[config.mk]
export PLATFORM = sky130hd
export DESIGN_NAME = cooling_tank_program_controller_top_flat
export DESIGN_NICKNAME = d
export VERILOG_FILES = /design/src/ctpc_pkg.sv /design/src/ctpc_item_if.sv /design/src/ctpc_result_if.sv /design/src/ctpc_cfg_regs.sv /design/src/cooling_tank_program_controller_top.sv /design/src/flat_wrapper.sv
export VERILOG_INCLUDE_DIRS = /design/src /design/src/src
export SDC_FILE = /design/constraint.sdc
export NUM_CORES = 1
export LEC_CHECK = 0
export ABC_CLOCK_PERIOD_IN_PS = 10500
export BUFFER_PORTS_ARGS = -buffer_cell sky130_fd_sc_hd__buf_2
export CORE_MARGIN = 8
export CORE_UTILIZATION = 61
export DETAILED_ROUTE_END_ITERATION = 8
export GPL_TIMING_DRIVEN = 0
export PLACE_DENSITY = 0.75
export SYNTH_ARGS = -nofsm -noshare
export SYNTH_HDL_FRONTEND = slang
export SYNTH_SLANG_ARGS = --single-unit
[constraint.sdc]
create_clock -name clk -period 10.5 [get_ports clk]
set_input_delay 2.1 -clock clk [delete_from_list [all_inputs] [get_ports clk]]
set_output_delay 2.1 -clock clk [all_outputs]
set_load 0.005 [all_outputs]
[src/assert_macros.svh]
// Assertion macros for the RTL of the cooling tank program controller.
// Depends on nothing; include by bare file name.
`ifndef ASSERT_MACROS_SVH
`define ASSERT_MACROS_SVH

// Same-cycle implication, disabled while in reset.
`define ASSERT_IMPL(label, clk, rst_n, ante, cons) \
    label: assert property (@(posedge clk) disable iff (!rst_n) (ante) |-> (cons)) \
        else $error("same-cycle implication failed");

// Next-cycle implication, disabled while in reset.
`define ASSERT_NEXT(label, clk, rst_n, ante, cons) \
    label: assert property (@(posedge clk) disable iff (!rst_n) (ante) |=> (cons)) \
        else $error("next-cycle implication failed");

`endif

[src/ctpc_pkg.sv]
// Types and constants of the cooling tank program controller.
// Used by the channel interfaces, the configuration registers and the top level.
`default_nettype none

package ctpc_pkg;

    localparam int TEMP_W     = 12;
    localparam int DELTA_W    = 9;
    localparam int SPAN_W     = 24;
    localparam int OP_W       = 3;
    localparam int STATE_W    = 4;
    localparam int RELAY_W    = 4;
    localparam int CFG_IDX_W  = 3;
    localparam int CFG_DATA_W = 24;

    typedef enum logic [OP_W-1:0] {
        OP_TICK = 3'd0,
        OP_COOL = 3'd1,
        OP_MIX  = 3'd2,
        OP_ACID = 3'd3,
        OP_BASE = 3'd4,
        OP_DONE = 3'd5
    } op_t;

    typedef enum logic [STATE_W-1:0] {
        MODE_IDLE       = 4'd0,
        MODE_COOL_START = 4'd1,
        MODE_COOLING    = 4'd2,
        MODE_STORE      = 4'd3,
        MODE_MIX_START  = 4'd4,
        MODE_MIXING     = 4'd5,
        MODE_ACID_START = 4'd6,
        MODE_ACID_RUN   = 4'd7,
        MODE_ACID_DONE  = 4'd8,
        MODE_BASE_START = 4'd9,
        MODE_BASE_RUN   = 4'd10,
        MODE_BASE_DONE  = 4'd11
    } mode_t;

    typedef enum logic [CFG_IDX_W-1:0] {
        CFG_COOL_SETPOINT = 3'd0,
        CFG_HYST_DELTA    = 3'd1,
        CFG_SAFE_MIN      = 3'd2,
        CFG_SAFE_MAX      = 3'd3,
        CFG_INITIAL_MIX   = 3'd4,
        CFG_MIXER_OFF     = 3'd5,
        CFG_MIXER_ON      = 3'd6
    } cfg_idx_t;

    localparam int RLY_COMP = 0;
    localparam int RLY_MIX  = 1;
    localparam int RLY_ACID = 2;
    localparam int RLY_BASE = 3;

    localparam logic [RELAY_W-1:0] RLY_COMP_M = 4'b0001;
    localparam logic [RELAY_W-1:0] RLY_MIX_M  = 4'b0010;
    localparam logic [RELAY_W-1:0] RLY_ACID_M = 4'b0100;
    localparam logic [RELAY_W-1:0] RLY_BASE_M = 4'b1000;

    localparam logic signed [TEMP_W-1:0] RST_COOL_SETPOINT = 12'sd40;
    localparam logic [DELTA_W-1:0]       RST_HYST_DELTA    = 9'd10;
    localparam logic signed [TEMP_W-1:0] RST_SAFE_MIN      = -12'sd100;
    localparam logic signed [TEMP_W-1:0] RST_SAFE_MAX      = 12'sd800;
    localparam logic [SPAN_W-1:0]        RST_INITIAL_MIX   = 24'd600;
    localparam logic [SPAN_W-1:0]        RST_MIXER_OFF     = 24'd1800;
    localparam logic [SPAN_W-1:0]        RST_MIXER_ON      = 24'd120;

    typedef struct packed {
        logic signed [TEMP_W-1:0] cool_setpoint;
        logic [DELTA_W-1:0]       hysteresis_delta;
        logic signed [TEMP_W-1:0] safe_temp_min;
        logic signed [TEMP_W-1:0] safe_temp_max;
        logic [SPAN_W-1:0]        initial_mix_ticks;
        logic [SPAN_W-1:0]        mixer_off_ticks;
        logic [SPAN_W-1:0]        mixer_on_ticks;
    } cfg_t;

endpackage

`default_nettype wire

[src/ctpc_item_if.sv]
// Input channel of the controller: op code and temperature with valid/ready.
// Depends on ctpc_pkg for field widths.
`default_nettype none

interface ctpc_item_if;
    logic                                 valid;
    logic                                 ready;
    logic [ctpc_pkg::OP_W-1:0]            op;
    logic signed [ctpc_pkg::TEMP_W-1:0]   temperature;

    modport source (output valid, output op, output temperature, input ready);
    modport sink   (input valid, input op, input temperature, output ready);
endinterface

`default_nettype wire

[src/ctpc_result_if.sv]
// Result channel of the controller: relay drives and program state with valid/ready.
// Depends on ctpc_pkg for field widths.
`default_nettype none

interface ctpc_result_if;
    logic                         valid;
    logic                         ready;
    logic                         compressor_on;
    logic                         mixer_on;
    logic                         acid_clean_on;
    logic                         base_clean_on;
    logic [ctpc_pkg::STATE_W-1:0] program_state;

    modport source (output valid, output compressor_on, output mixer_on,
                    output acid_clean_on, output base_clean_on, output program_state,
                    input ready);
    modport sink   (input valid, input compressor_on, input mixer_on,
                    input acid_clean_on, input base_clean_on, input program_state,
                    output ready);
endinterface

`default_nettype wire

[src/ctpc_cfg_regs.sv]
// Configuration register file of the controller, written through a plain write port.
// Depends on ctpc_pkg for the register layout and reset values.
`default_nettype none

module ctpc_cfg_regs (
    input  wire logic                               clk,
    input  wire logic                               rst_n,
    input  wire logic                               wr_en,
    input  wire logic [ctpc_pkg::CFG_IDX_W-1:0]     index,
    input  wire logic [ctpc_pkg::CFG_DATA_W-1:0]    wdata,
    output      ctpc_pkg::cfg_t                     cfg
);

    ctpc_pkg::cfg_t cfg_reg;
    ctpc_pkg::cfg_t cfg_next;

    always_comb
    begin
        cfg_next = cfg_reg;
        if (wr_en)
        begin
            unique case (index)
                ctpc_pkg::CFG_COOL_SETPOINT:
                    cfg_next.cool_setpoint = wdata[ctpc_pkg::TEMP_W-1:0];
                ctpc_pkg::CFG_HYST_DELTA:
                    cfg_next.hysteresis_delta = wdata[ctpc_pkg::DELTA_W-1:0];
                ctpc_pkg::CFG_SAFE_MIN:
                    cfg_next.safe_temp_min = wdata[ctpc_pkg::TEMP_W-1:0];
                ctpc_pkg::CFG_SAFE_MAX:
                    cfg_next.safe_temp_max = wdata[ctpc_pkg::TEMP_W-1:0];
                ctpc_pkg::CFG_INITIAL_MIX:
                    cfg_next.initial_mix_ticks = wdata[ctpc_pkg::SPAN_W-1:0];
                ctpc_pkg::CFG_MIXER_OFF:
                    cfg_next.mixer_off_ticks = wdata[ctpc_pkg::SPAN_W-1:0];
                ctpc_pkg::CFG_MIXER_ON:
                    cfg_next.mixer_on_ticks = wdata[ctpc_pkg::SPAN_W-1:0];
                default:
                    cfg_next = cfg_reg;
            endcase
        end
    end

    always_ff @(posedge clk or negedge rst_n)
    begin
        if (!rst_n)
        begin
            cfg_reg.cool_setpoint     <= ctpc_pkg::RST_COOL_SETPOINT;
            cfg_reg.hysteresis_delta  <= ctpc_pkg::RST_HYST_DELTA;
            cfg_reg.safe_temp_min     <= ctpc_pkg::RST_SAFE_MIN;
            cfg_reg.safe_temp_max     <= ctpc_pkg::RST_SAFE_MAX;
            cfg_reg.initial_mix_ticks <= ctpc_pkg::RST_INITIAL_MIX;
            cfg_reg.mixer_off_ticks   <= ctpc_pkg::RST_MIXER_OFF;
            cfg_reg.mixer_on_ticks    <= ctpc_pkg::RST_MIXER_ON;
        end
        else
        begin
            cfg_reg <= cfg_next;
        end
    end

    assign cfg = cfg_reg;

endmodule

`default_nettype wire

[src/cooling_tank_program_controller_top.sv]
// Cooling tank program controller: an accepted input beat passes through the input
// register, then the result register, to its result beat; one beat per cycle
// is sustained while the result side takes every beat, set by the combinational
// mode and counter update between the two registers.
// Reset clears the mode to idle, the counters, the relays and the pending
// shutdown, and loads the configuration registers with their defaults.
`default_nettype none

`include "assert_macros.svh"

module cooling_tank_program_controller_top #(
    parameter int COUNTER_BITS = 24
) (
    input  wire logic                               clk,
    input  wire logic                               rst_n,
    input  wire logic                               cfg_wr_en,
    input  wire logic [ctpc_pkg::CFG_IDX_W-1:0]     cfg_index,
    input  wire logic [ctpc_pkg::CFG_DATA_W-1:0]    cfg_wdata,
    ctpc_item_if.sink                               item,
    ctpc_result_if.source                           result
);

    localparam int SPAN1_W = ctpc_pkg::SPAN_W + 1;
    localparam int PH_W    = (COUNTER_BITS > SPAN1_W) ? COUNTER_BITS : SPAN1_W;
    localparam logic [COUNTER_BITS-1:0] CNT_MAX = {COUNTER_BITS{1'b1}};

    ctpc_pkg::cfg_t cfg;

    ctpc_cfg_regs u_cfg_regs (
        .clk   (clk),
        .rst_n (rst_n),
        .wr_en (cfg_wr_en),
        .index (cfg_index),
        .wdata (cfg_wdata),
        .cfg   (cfg)
    );

    // input stage
    logic                                 s1_valid_reg;
    ctpc_pkg::op_t                        s1_op_reg;
    logic signed [ctpc_pkg::TEMP_W-1:0]   s1_temp_reg;

    // program state
    ctpc_pkg::mode_t                      mode_reg;
    ctpc_pkg::mode_t                      mode_next;
    logic [COUNTER_BITS-1:0]              ticks_reg;
    logic [COUNTER_BITS-1:0]              ticks_next;
    logic [COUNTER_BITS-1:0]              phase_reg;
    logic [COUNTER_BITS-1:0]              phase_next;
    logic [ctpc_pkg::RELAY_W-1:0]         relay_reg;
    logic [ctpc_pkg::RELAY_W-1:0]         relay_next;
    logic                                 pend_reg;
    logic                                 pend_next;

    // result stage
    logic                                 res_valid_reg;
    logic [ctpc_pkg::RELAY_W-1:0]         res_relay_reg;
    ctpc_pkg::mode_t                      res_mode_reg;

    logic stage_adv;
    logic item_acc;

    assign stage_adv  = s1_valid_reg && (!res_valid_reg || result.ready);
    assign item.ready = !s1_valid_reg || stage_adv;
    assign item_acc   = item.valid && item.ready;

    // control from the current beat
    logic                          enter_mode;
    logic                          cold_start;
    logic                          count_en;
    logic                          store_mix;
    logic                          shut_off;
    logic                          stop_prog;
    logic [ctpc_pkg::RELAY_W-1:0]  relay_set;
    logic [ctpc_pkg::RELAY_W-1:0]  relay_clr;

    logic signed [ctpc_pkg::TEMP_W-1:0]   tgt_s;
    logic signed [ctpc_pkg::TEMP_W-1:0]   tmin_s;
    logic signed [ctpc_pkg::TEMP_W-1:0]   tmax_s;
    logic signed [ctpc_pkg::TEMP_W+1:0]   hyst_lim;
    logic                                 cold;
    logic                                 restart;

    logic [PH_W-1:0]               period_w;
    logic [PH_W-1:0]               init_w;
    logic [PH_W-1:0]               init_p1;
    logic [COUNTER_BITS-1:0]       sat_init;
    logic [COUNTER_BITS-1:0]       phase_one;
    logic [COUNTER_BITS-1:0]       ticks_a;
    logic [COUNTER_BITS-1:0]       phase_a;
    logic                          mix_want;

    function automatic logic [COUNTER_BITS-1:0] next_phase(
        input logic [COUNTER_BITS-1:0] p,
        input logic [PH_W-1:0]         period
    );
        logic [COUNTER_BITS-1:0] n;
        n = p + 1'b1;
        if (PH_W'(n) >= period)
            return '0;
        return n;
    endfunction

    assign tgt_s    = cfg.cool_setpoint;
    assign tmin_s   = cfg.safe_temp_min;
    assign tmax_s   = cfg.safe_temp_max;
    assign hyst_lim = (ctpc_pkg::TEMP_W+2)'(tgt_s)
                    + (ctpc_pkg::TEMP_W+2)'($signed({1'b0, cfg.hysteresis_delta}));
    assign cold     = (s1_temp_reg > tmin_s) && (s1_temp_reg <= tgt_s);
    assign restart  = (s1_temp_reg < tmax_s)
                   && ((ctpc_pkg::TEMP_W+2)'(s1_temp_reg) > hyst_lim);

    assign period_w  = PH_W'(cfg.mixer_off_ticks) + PH_W'(cfg.mixer_on_ticks);
    assign init_w    = PH_W'(cfg.initial_mix_ticks);
    assign init_p1   = init_w + 1'b1;
    assign sat_init  = (init_p1 > PH_W'(CNT_MAX)) ? CNT_MAX : init_p1[COUNTER_BITS-1:0];
    assign phase_one = (period_w <= PH_W'(1)) ? '0 : COUNTER_BITS'(1);
    assign mix_want  = (PH_W'(ticks_reg) < init_w)
                    || (PH_W'(phase_reg) >= PH_W'(cfg.mixer_off_ticks));

    // next mode and actions
    always_comb
    begin
        mode_next  = mode_reg;
        enter_mode = 1'b0;
        cold_start = 1'b0;
        count_en   = 1'b0;
        store_mix  = 1'b0;
        shut_off   = 1'b0;
        stop_prog  = 1'b0;
        relay_set  = '0;
        relay_clr  = '0;
        unique case (s1_op_reg)
            ctpc_pkg::OP_TICK:
            begin
                unique case (mode_reg)
                    ctpc_pkg::MODE_COOL_START:
                    begin
                        count_en   = 1'b1;
                        enter_mode = 1'b1;
                        if (cold)
                        begin
                            mode_next  = ctpc_pkg::MODE_STORE;
                            cold_start = 1'b1;
                        end
                        else
                        begin
                            mode_next = ctpc_pkg::MODE_COOLING;
                            relay_set = ctpc_pkg::RLY_COMP_M | ctpc_pkg::RLY_MIX_M;
                        end
                    end
                    ctpc_pkg::MODE_COOLING:
                    begin
                        if (cold)
                        begin
                            mode_next  = ctpc_pkg::MODE_STORE;
                            enter_mode = 1'b1;
                        end
                        else
                        begin
                            relay_set = ctpc_pkg::RLY_COMP_M | ctpc_pkg::RLY_MIX_M;
                            count_en  = 1'b1;
                        end
                    end
                    ctpc_pkg::MODE_STORE:
                    begin
                        if (restart)
                        begin
                            mode_next  = ctpc_pkg::MODE_COOLING;
                            enter_mode = 1'b1;
                        end
                        else
                        begin
                            store_mix = 1'b1;
                            count_en  = 1'b1;
                        end
                    end
                    ctpc_pkg::MODE_MIX_START:
                    begin
                        relay_set  = ctpc_pkg::RLY_MIX_M;
                        mode_next  = ctpc_pkg::MODE_MIXING;
                        enter_mode = 1'b1;
                        count_en   = 1'b1;
                    end
                    ctpc_pkg::MODE_MIXING:
                    begin
                        relay_set = ctpc_pkg::RLY_MIX_M;
                        count_en  = 1'b1;
                    end
                    ctpc_pkg::MODE_ACID_START:
                    begin
                        relay_set  = ctpc_pkg::RLY_ACID_M;
                        mode_next  = ctpc_pkg::MODE_ACID_RUN;
                        enter_mode = 1'b1;
                        count_en   = 1'b1;
                    end
                    ctpc_pkg::MODE_BASE_START:
                    begin
                        relay_set  = ctpc_pkg::RLY_BASE_M;
                        mode_next  = ctpc_pkg::MODE_BASE_RUN;
                        enter_mode = 1'b1;
                        count_en   = 1'b1;
                    end
                    ctpc_pkg::MODE_ACID_RUN, ctpc_pkg::MODE_ACID_DONE,
                    ctpc_pkg::MODE_BASE_RUN, ctpc_pkg::MODE_BASE_DONE:
                        count_en = 1'b1;
                    default:
                        shut_off = pend_reg;
                endcase
            end
            ctpc_pkg::OP_COOL:
            begin
                if (mode_reg == ctpc_pkg::MODE_IDLE)
                begin
                    mode_next  = ctpc_pkg::MODE_COOL_START;
                    enter_mode = 1'b1;
                end
                else if (mode_reg == ctpc_pkg::MODE_COOLING || mode_reg == ctpc_pkg::MODE_STORE)
                begin
                    stop_prog = 1'b1;
                end
            end
            ctpc_pkg::OP_MIX:
            begin
                if (mode_reg == ctpc_pkg::MODE_IDLE)
                begin
                    mode_next  = ctpc_pkg::MODE_MIX_START;
                    enter_mode = 1'b1;
                end
                else if (mode_reg == ctpc_pkg::MODE_MIXING)
                begin
                    stop_prog = 1'b1;
                end
            end
            ctpc_pkg::OP_ACID:
            begin
                if (mode_reg == ctpc_pkg::MODE_IDLE)
                begin
                    mode_next  = ctpc_pkg::MODE_ACID_START;
                    enter_mode = 1'b1;
                end
                else if (mode_reg == ctpc_pkg::MODE_ACID_RUN
                      || mode_reg == ctpc_pkg::MODE_ACID_DONE)
                begin
                    stop_prog = 1'b1;
                end
            end
            ctpc_pkg::OP_BASE:
            begin
                if (mode_reg == ctpc_pkg::MODE_IDLE)
                begin
                    mode_next  = ctpc_pkg::MODE_BASE_START;
                    enter_mode = 1'b1;
                end
                else if (mode_reg == ctpc_pkg::MODE_BASE_RUN
                      || mode_reg == ctpc_pkg::MODE_BASE_DONE)
                begin
                    stop_prog = 1'b1;
                end
            end
            ctpc_pkg::OP_DONE:
            begin
                if (mode_reg == ctpc_pkg::MODE_ACID_RUN)
                begin
                    mode_next  = ctpc_pkg::MODE_ACID_DONE;
                    enter_mode = 1'b1;
                    relay_clr  = ctpc_pkg::RLY_ACID_M;
                end
                else if (mode_reg == ctpc_pkg::MODE_BASE_RUN)
                begin
                    mode_next  = ctpc_pkg::MODE_BASE_DONE;
                    enter_mode = 1'b1;
                    relay_clr  = ctpc_pkg::RLY_BASE_M;
                end
            end
            default:
                mode_next = mode_reg;
        endcase
        if (stop_prog)
        begin
            mode_next  = ctpc_pkg::MODE_IDLE;
            enter_mode = 1'b1;
        end
    end

    // counters, relays and shutdown flag
    always_comb
    begin
        ticks_a = enter_mode ? '0 : ticks_reg;
        phase_a = enter_mode ? '0 : phase_reg;
        if (cold_start)
        begin
            ticks_a = sat_init;
            phase_a = phase_one;
        end

        ticks_next = ticks_a;
        phase_next = phase_a;
        if (count_en)
        begin
            phase_next = (PH_W'(ticks_a) < init_w) ? '0 : next_phase(phase_a, period_w);
            ticks_next = (ticks_a != CNT_MAX) ? ticks_a + 1'b1 : ticks_a;
        end

        relay_next = (relay_reg | relay_set) & ~relay_clr;
        if (store_mix)
        begin
            relay_next[ctpc_pkg::RLY_COMP] = 1'b0;
            relay_next[ctpc_pkg::RLY_MIX]  = mix_want;
        end
        if (shut_off)
            relay_next = '0;

        pend_next = pend_reg;
        if (stop_prog)
            pend_next = 1'b1;
        else if (shut_off)
            pend_next = 1'b0;
    end

    always_ff @(posedge clk or negedge rst_n)
    begin
        if (!rst_n)
        begin
            s1_valid_reg  <= 1'b0;
            res_valid_reg <= 1'b0;
            mode_reg      <= ctpc_pkg::MODE_IDLE;
            ticks_reg     <= '0;
            phase_reg     <= '0;
            relay_reg     <= '0;
            pend_reg      <= 1'b0;
        end
        else
        begin
            if (item_acc)
                s1_valid_reg <= 1'b1;
            else if (stage_adv)
                s1_valid_reg <= 1'b0;

            if (stage_adv)
            begin
                res_valid_reg <= 1'b1;
                mode_reg      <= mode_next;
                ticks_reg     <= ticks_next;
                phase_reg     <= phase_next;
                relay_reg     <= relay_next;
                pend_reg      <= pend_next;
            end
            else if (result.ready)
            begin
                res_valid_reg <= 1'b0;
            end
        end
    end

    always_ff @(posedge clk)
    begin
        if (item_acc)
        begin
            s1_op_reg   <= ctpc_pkg::op_t'(item.op);
            s1_temp_reg <= item.temperature;
        end
        if (stage_adv)
        begin
            res_relay_reg <= relay_next;
            res_mode_reg  <= mode_next;
        end
    end

    assign result.valid         = res_valid_reg;
    assign result.compressor_on = res_relay_reg[ctpc_pkg::RLY_COMP];
    assign result.mixer_on      = res_relay_reg[ctpc_pkg::RLY_MIX];
    assign result.acid_clean_on = res_relay_reg[ctpc_pkg::RLY_ACID];
    assign result.base_clean_on = res_relay_reg[ctpc_pkg::RLY_BASE];
    assign result.program_state = res_mode_reg;

    logic chk_cool_tick;
    logic chk_cool_kept;
    logic chk_acid_done;
    logic chk_acid_clear;

    assign chk_cool_tick  = stage_adv && s1_op_reg == ctpc_pkg::OP_TICK
                         && mode_reg == ctpc_pkg::MODE_COOLING;
    assign chk_cool_kept  = relay_reg[ctpc_pkg::RLY_COMP] || mode_reg == ctpc_pkg::MODE_STORE;
    assign chk_acid_done  = stage_adv && s1_op_reg == ctpc_pkg::OP_DONE
                         && mode_reg == ctpc_pkg::MODE_ACID_RUN;
    assign chk_acid_clear = mode_reg == ctpc_pkg::MODE_ACID_DONE
                         && !relay_reg[ctpc_pkg::RLY_ACID];

    `ASSERT_NEXT(a_adv_fills_result, clk, rst_n, stage_adv, res_valid_reg)
    `ASSERT_NEXT(a_cooling_tick, clk, rst_n, chk_cool_tick, chk_cool_kept)
    `ASSERT_NEXT(a_acid_done, clk, rst_n, chk_acid_done, chk_acid_clear)

endmodule

`default_nettype wire
[src/flat_wrapper.sv]
// flat-port wrapper written by rule: the top's interface ports become plain ports
module cooling_tank_program_controller_top_flat 
#(
    parameter int COUNTER_BITS = 24
)
  (clk, rst_n, cfg_wr_en, cfg_index, cfg_wdata, item_valid, item_op, item_temperature, item_ready, result_valid, result_compressor_on, result_mixer_on, result_acid_clean_on, result_base_clean_on, result_program_state, result_ready);
  ctpc_item_if item_i ();
  ctpc_result_if result_i ();
  input  wire logic clk;
  input  wire logic rst_n;
  input  wire logic cfg_wr_en;
  input  wire logic [ctpc_pkg::CFG_IDX_W-1:0] cfg_index;
  input  wire logic [ctpc_pkg::CFG_DATA_W-1:0] cfg_wdata;
  input wire logic [$bits(item_i.valid)-1:0] item_valid;
  input wire logic [$bits(item_i.op)-1:0] item_op;
  input wire logic [$bits(item_i.temperature)-1:0] item_temperature;
  output wire logic [$bits(item_i.ready)-1:0] item_ready;
  output wire logic [$bits(result_i.valid)-1:0] result_valid;
  output wire logic [$bits(result_i.compressor_on)-1:0] result_compressor_on;
  output wire logic [$bits(result_i.mixer_on)-1:0] result_mixer_on;
  output wire logic [$bits(result_i.acid_clean_on)-1:0] result_acid_clean_on;
  output wire logic [$bits(result_i.base_clean_on)-1:0] result_base_clean_on;
  output wire logic [$bits(result_i.program_state)-1:0] result_program_state;
  input wire logic [$bits(result_i.ready)-1:0] result_ready;
  assign item_i.valid = item_valid;
  assign item_i.op = item_op;
  assign item_i.temperature = item_temperature;
  assign item_ready = item_i.ready;
  assign result_valid = result_i.valid;
  assign result_compressor_on = result_i.compressor_on;
  assign result_mixer_on = result_i.mixer_on;
  assign result_acid_clean_on = result_i.acid_clean_on;
  assign result_base_clean_on = result_i.base_clean_on;
  assign result_program_state = result_i.program_state;
  assign result_i.ready = result_ready;
  cooling_tank_program_controller_top #(.COUNTER_BITS(COUNTER_BITS)) u_core (.clk(clk), .rst_n(rst_n), .cfg_wr_en(cfg_wr_en), .cfg_index(cfg_index), .cfg_wdata(cfg_wdata), .item(item_i), .result(result_i));
endmodule
Word level (Yosys, flattened, before mapping)

Index checks and enable logic that the tools add are counted.

Register bits after elaboration: 199
Bits of input ports: 47
Word-level logic and storage cells: 158

Add/sub/neg operators: 5
Magnitude comparators: 10
Equality and inequality tests: 23
Multiplexer cells: 67
Bitwise operators: 3
Reduce and logical (&&, ||, !) cells: 32

Operators with widths:

| kind                                                                              | number |
|---|---|
| 24-bit two-way mux                                                                | 11 |
| 4-bit two-way mux                                                                 | 14 |
| 24-bit by 1-bit adder with 24-bit output, second input constant                   | 2 |
| 24-bit less-than comparator                                                       | 2 |
| 4-bit case mux with 6 select lines                                                | 2 |
| 1-bit two-way mux                                                                 | 33 |
| 24-bit by 1-bit adder with 25-bit output, second input constant                   | 1 |
| 24-bit by 24-bit adder with 25-bit output                                         | 1 |
| 24-bit by 25-bit greater-or-equal comparator with 1-bit output                    | 1 |
| 25-bit by 24-bit greater-than comparator with 1-bit output, second input constant | 1 |
| 25-bit by 1-bit <= comparator with 1-bit output, second input constant            | 1 |
| 24-bit greater-or-equal comparator                                                | 1 |
| 24-bit inequality test, second input constant                                     | 1 |
| 4-bit by 3-bit == test with 1-bit output, second input constant                   | 4 |
| 4-bit == test, second input constant                                              | 4 |
| 4-bit case mux with 4 select lines                                                | 1 |
| 2-bit AND reduction                                                               | 8 |
| 3-bit == test, second input constant                                              | 5 |
| 12-bit by 10-bit adder with 13-bit output                                         | 1 |
| 12-bit by 13-bit greater-than comparator with 1-bit output                        | 1 |
| 3-bit by 2-bit == test with 1-bit output, second input constant                   | 4 |
| 12-bit greater-than comparator                                                    | 1 |
| 12-bit <= comparator                                                              | 1 |
| 12-bit less-than comparator                                                       | 1 |
| other kinds (19)                                                                  | 38 |

Depth between registers and ports, before layout

Depth after elaboration: 16
Depth in mapped cells: 41
Gate-level depth less buffers: 39

Hierarchy

From an unflattened synthesis, not the netlist that was laid out.

Cell total of the unflattened synthesis: 1650
Area, all modules: 15542.4 µm²

Modules (own cells, without submodules):

| module                              | times used | cells an instance | area an instance (µm²) | sequential area each (µm²) |
|---|---|---|---|---|
| cooling_tank_program_controller_top | 1          | 1398              | 11104.4                | 2167.1 |
| ctpc_cfg_regs                       | 1          | 252               | 4438.0                 | 2961.6 |

Worst setup path after synthesis

Ideal clock, no wire load.

Kind: reg-to-reg
Start point: register u_core.u_cfg_regs.cfg_reg, in the netlist u_core.u_cfg_regs.cfg[97]
End point: register u_core.phase_reg[11]
Setup time: 87 ps
Arrival time: 7252 ps
Setup slack: 3161 ps
Cell stages (with the launch flop): 40
Buffers on the path: 1
Path through: dfstp_2 inv_1 fa_1 inv_1 a21oi_1 o21ai_0 a21o_1 nand2_1 a21oi_1 o21ai_0 a21oi_1 o21ai_0 xnor2_1 ha_1 a21o_1 nand2_1 o2111a_1 a222oi_1 (+4 left out) nor2_1 ha_1 nand3_1 nor3_1 nand2_1 nor2_1 xnor2_1 nor2_1 ha_1 a21o_1 a21o_1 a21oi_1 o21ai_0 a221oi_1 a211oi_1 a211oi_2 or4b_1 o211ai_1

Cells in the longest elaborated chain, start to end: 16
Elaborated cells between the ends (all ways): 22
Those cells by class: 2 x add/sub; 3 x order compare; 16 x mux; 1 x reduce/logical

Ends and longest elaborated chain:

| item                                                           | line                                       | RTL |
|---|---|---|
| start: declaration                                             | ctpc_cfg_regs.sv:14                        | `ctpc_pkg::cfg_t cfg_reg;` |
| start signal: assignment                                       | ctpc_cfg_regs.sv:57                        | `cfg_reg <= cfg_next;` |
| 12-bit by 10-bit adder with 13-bit output (*)                  | cooling_tank_program_controller_top.sv:108 | `+ (ctpc_pkg::TEMP_W+2)'($signed({1'b0, cfg.hysteresis_delta}));` |
| 12-bit by 13-bit greater-than comparator with 1-bit output (*) | cooling_tank_program_controller_top.sv:111 | `&& ((ctpc_pkg::TEMP_W+2)'(s1_temp_reg) > hyst_lim);` |
| 1-bit logical AND (*)                                          | cooling_tank_program_controller_top.sv:111 |  |
| 1-bit two-way mux                                              | cooling_tank_program_controller_top.sv:167 | `if (restart)` |
| 1-bit case mux with 3 select lines                             | cooling_tank_program_controller_top.sv:136 | `unique case (mode_reg)` |
| 1-bit case mux with 3 select lines                             | cooling_tank_program_controller_top.sv:133 | `unique case (s1_op_reg)` |
| 1-bit two-way mux                                              | cooling_tank_program_controller_top.sv:279 | `if (stop_prog)` |
| 24-bit two-way mux                                             | cooling_tank_program_controller_top.sv:290 | `phase_a = enter_mode ? '0 : phase_reg;` |
| 24-bit two-way mux                                             | cooling_tank_program_controller_top.sv:291 | `if (cold_start)` |
| 24-bit by 1-bit adder with 24-bit output                       | cooling_tank_program_controller_top.sv:98  | `n = p + 1'b1;` |
| 24-bit by 25-bit greater-or-equal comparator with 1-bit output | cooling_tank_program_controller_top.sv:99  | `if (PH_W'(n) >= period)` |
| 1-bit two-way mux                                              | cooling_tank_program_controller_top.sv:99  |  |
| 1-bit two-way mux                                              | cooling_tank_program_controller_top.sv:299 | `if (count_en)` |
| 24-bit two-way mux                                             | cooling_tank_program_controller_top.sv:101 | `return n;` |
| 24-bit two-way mux                                             | cooling_tank_program_controller_top.sv:301 | `phase_next = (PH_W'(ticks_a) < init_w) ? '0 : next_phase(phase_a, period_w);` |
| 24-bit two-way mux (*)                                         | cooling_tank_program_controller_top.sv:299 |  |
| end signal: assignment                                         | cooling_tank_program_controller_top.sv:345 | `phase_reg <= phase_next;` |
| end: declaration                                               | cooling_tank_program_controller_top.sv:48  | `logic [COUNTER_BITS-1:0] phase_reg;` |

Mark *: on every way between the ends. The rest lies on a longest branch, timed or not. The select of a mux whose other input is x is not followed.
A chain may end at the register's enable or synchronous reset.

Final worst setup path

Start point: register u_core.u_cfg_regs.cfg_reg, in the netlist u_core.u_cfg_regs.cfg[97]
End point: register u_core.phase_reg[17]

The elaborated chain is that of the path after synthesis.

==> summary.txt <==
Worst VDD drop: 0.1151 mV
Layout cells sized above 1: 13.86%
Most common cell in the netlist: ha_1
Vias per Instance: 6.549
Number of distinct library cells after synthesis: 98
Vias: 14.02k
TritonCTS buffer count: 17
Final net count: 2026
Max reg flops: 117
Root buffer cell: clkbuf_16
TNS Setup: 0 ns
HPWL reported at the end of detailed placement: 35410 microns
First-pass DRT Iterations: 6
Pwr dens: 198.0 mW/mm^2
Post-route antenna net violation count: 0
Area growth syn-to-layout: 8.352%
WL/cell: 21.75 microns
Diode count: 0
Initial Util: 62.23%
CTS sink count: 199
Switching Fraction: 42.67%
Slew @ Worst Pin: 1.285 ns
Startpoint types: flop
Port Buffers: 56
Post-synth top cells: ha_1, nand2_1, dfrtp_1
CTS Hold Bufs: 0
Worst Hold Path EP: u_core.u_cfg_regs.cfg[86]$_DFFE_PN1P_
Mapped Nets: 1950
Pin count of the biggest net entering global routing: 121
Core ar.: 0.02518 sq mm
Skew-Pair Late Insertion Delay: 0.46 ns
Reg2reg path depth: 38
Grt ovf: 0
Highest metal used: met4
Hold Path Class: flop to flop
Critical Path End Type: flop
Hold Path Stages: 2
Post_cts resized: 0
IO Pins: 57
Hold path start: u_core.u_cfg_regs.cfg[86]$_DFFE_PN1P_
Die Span Y: 176.3 microns
CP delay by family, top: compound AO/OA/AOI/OAI gates
Hold Vio Cnt, Final: 0
Worst Path Buf+Inv: 4
Leak Pwr: 7.740 nW
Worst Skew: 0.01968 ns
Finished Cell Area: 0.01698 sq mm
Iteration-0 DRC Markers: 1243
Synth top area cells: dfrtp_1, ha_1, mux2_2
Clock Tree Buf Depth: 2
RR Endpoint: u_core.phase_reg[17]$_DFFE_PN0P_
Slew HR: 12.14%
Status: finished clean
WL met2: 21020 microns
Final setup fails: 0
Sequential share of the synthesized area: 32.73%
Met3 wire len: 3261 microns
Die width: 176.3 microns
Top-area cell type share of the netlist area: 23.79%
R2R setup slack: 1.29 ns
Clk pwr share: 19.9%
#FFs+latches synth: 199
Number of setup buffers added after CTS: 0
Final core occ: 67.43%
Vias in the first global route: 13.77k
H-Tree Depth: 4
CTS clock-pin slew for the worst setup and hold paths: 0.07 ns
R2r startpoint: u_core.u_cfg_regs.cfg[97]$_DFFE_PN1P_
Final min period: 9.209 ns
Initial antenna violation count: 0
DRC errors left: 0
Part of the power in registers: 32.1%
Hold WS: 0.5052 ns
Routed met1 length: 20640 microns
CTS tree: built
First-pass GRT wire length: 73970 microns
RSZ-0062 raised after global routing: no
Syn Inst Count: 1722
Required @ worst endpoint: 10.88 ns
Combinational power share: 48.0%
Async SR Flop Fraction: 88.44%
Switching power: 1.435 mW
Slowest stage cell, crit path: o21ai_1
Max-Cap Viols: 0
Placed Cells: 2109
Tcrit/Tclk final: 87.71%
CP arrival: 9.59 ns
CP max FO: 10
Final WL: 46560 microns
Tot GR Track Use: 29.96%
Number of fill cells: 2055
CP max stage delay: 0.65 ns
Non-Filler Instances: 2141
Post-synth EDFFs: 23
Area post-placement: 0.01640 sq mm
Yosys warns: 0
Die area: 0.03107 sq mm
Max Freq: 108.6 MHz
Area leader, netlist: dfrtp_1
Top FF cell, synth: dfrtp_1
Mapped Avg Cell Area: 9.100 sq um
Final GP Congestion: 0.9674
Cell Rows: 58
Mapped Area: 0.01567 sq mm
Slew Viols, Final: 0
Int Pwr: 1.928 mW
Crit path kind: flop to flop
==> power groups by stage <==
| stage | clock, mW | sequential, mW | combinational, mW |
|---|---|---|---|
| floorplan | 0 | 1.05 | 1.16 |
| global placement | 0 | 1.08 | 1.52 |
| detailed placement | 0 | 1.09 | 1.57 |
| CTS | 0.677 | 1.08 | 1.59 |
| global route | 0.703 | 1.10 | 1.79 |
| finish | 0.668 | 1.08 | 1.62 |
==> per-layer routing <==
metal / global-route usage (%) / up-vias
li1: - / 6560
met1: 40.34 / 6780
met2: 47.07 / 585
met3: 5.533 / 96
met4: 11.90 / 0
met5: 0 / -
==> cell type report <==
type / instances / area, sq um / share of cell area (%)
plain buffers: 61 / 320.3 / 1.887
clock inverters: 12 / 141.4 / 0.8327
flip-flops and latches: 199 / 5129 / 30.21
multi-input cells: 1335 / 9744 / 57.39
well taps: 330 / 412.9 / 2.432
clock buffers: 20 / 436.7 / 2.572
repair buffers: 57 / 317.8 / 1.872
inverters: 127 / 476.7 / 2.808
==> tightest hold or removal path, cell delays in order (launching register included) <==
cell and delay, ns:
dfstp_2 0.37, inv_1 0.06, o21ai_0 0.08
==> kinds of logic (layout without fill, tap and decap cells) <==
| group | Yosys count | count (layout) | synth area share (%) |
|---|---|---|---|
| xor gates and xnor gates | 55 | 55 | 3.074 |
| and+or+nand+nor | 539 | 539 | 18.15 |
| adders and majority gates | 181 | 181 | 14.55 |
| muxes | 76 | 76 | 5.446 |
| AOI/OAI and AO/OA | 484 | 484 | 20.97 |
| DFF | 199 | 199 | 32.73 |
| buffers and inverters | 188 | 277 | 5.086 |
==> layout by cell type, fill, tap and decap left out, types with 27 or more instances in the layout <==
cell,n
a21o_1,61
a21oi_1,92
buf_2,64
clkbuf_1,39
dfrtp_1,149
dfstp_2,27
ha_1,179
inv_1,127
mux2_2,74
nand2_1,165
nand3_1,44
nand4_1,43
nor2_1,90
nor3_1,37
o21ai_0,102
xnor2_1,33
==> worst max-delay path by stage <==
stage                                       end  cells after the start  slack, ns                                  start
2_1_floorplan  u_core.phase_reg[11]$_DFFE_PN0P_                     39       3.16  u_core.u_cfg_regs.cfg[97]$_DFFE_PN1P_
3_5_place_dp   u_core.phase_reg[17]$_DFFE_PN0P_                     38       1.57  u_core.u_cfg_regs.cfg[97]$_DFFE_PN1P_
4_1_cts        u_core.phase_reg[17]$_DFFE_PN0P_                     38       1.49  u_core.u_cfg_regs.cfg[97]$_DFFE_PN1P_
6_report       u_core.phase_reg[17]$_DFFE_PN0P_                     38       1.29  u_core.u_cfg_regs.cfg[97]$_DFFE_PN1P_
3_3_place_gp   u_core.phase_reg[13]$_DFFE_PN0P_                     35       1.70  u_core.u_cfg_regs.cfg[97]$_DFFE_PN1P_
5_1_grt         u_core.phase_reg[5]$_DFFE_PN0P_                     39       0.67  u_core.u_cfg_regs.cfg[97]$_DFFE_PN1P_
==> stage by stage <==
step,worst slack [ns],power [mW]
6_report,1.291,3.363
5_1_grt,0.6732,3.594
4_1_cts,1.491,3.339
3_5_place_dp,1.565,2.655
3_3_place_gp,1.697,2.604
2_1_floorplan,3.161,2.203
Power figures use the tool's default switching activity.
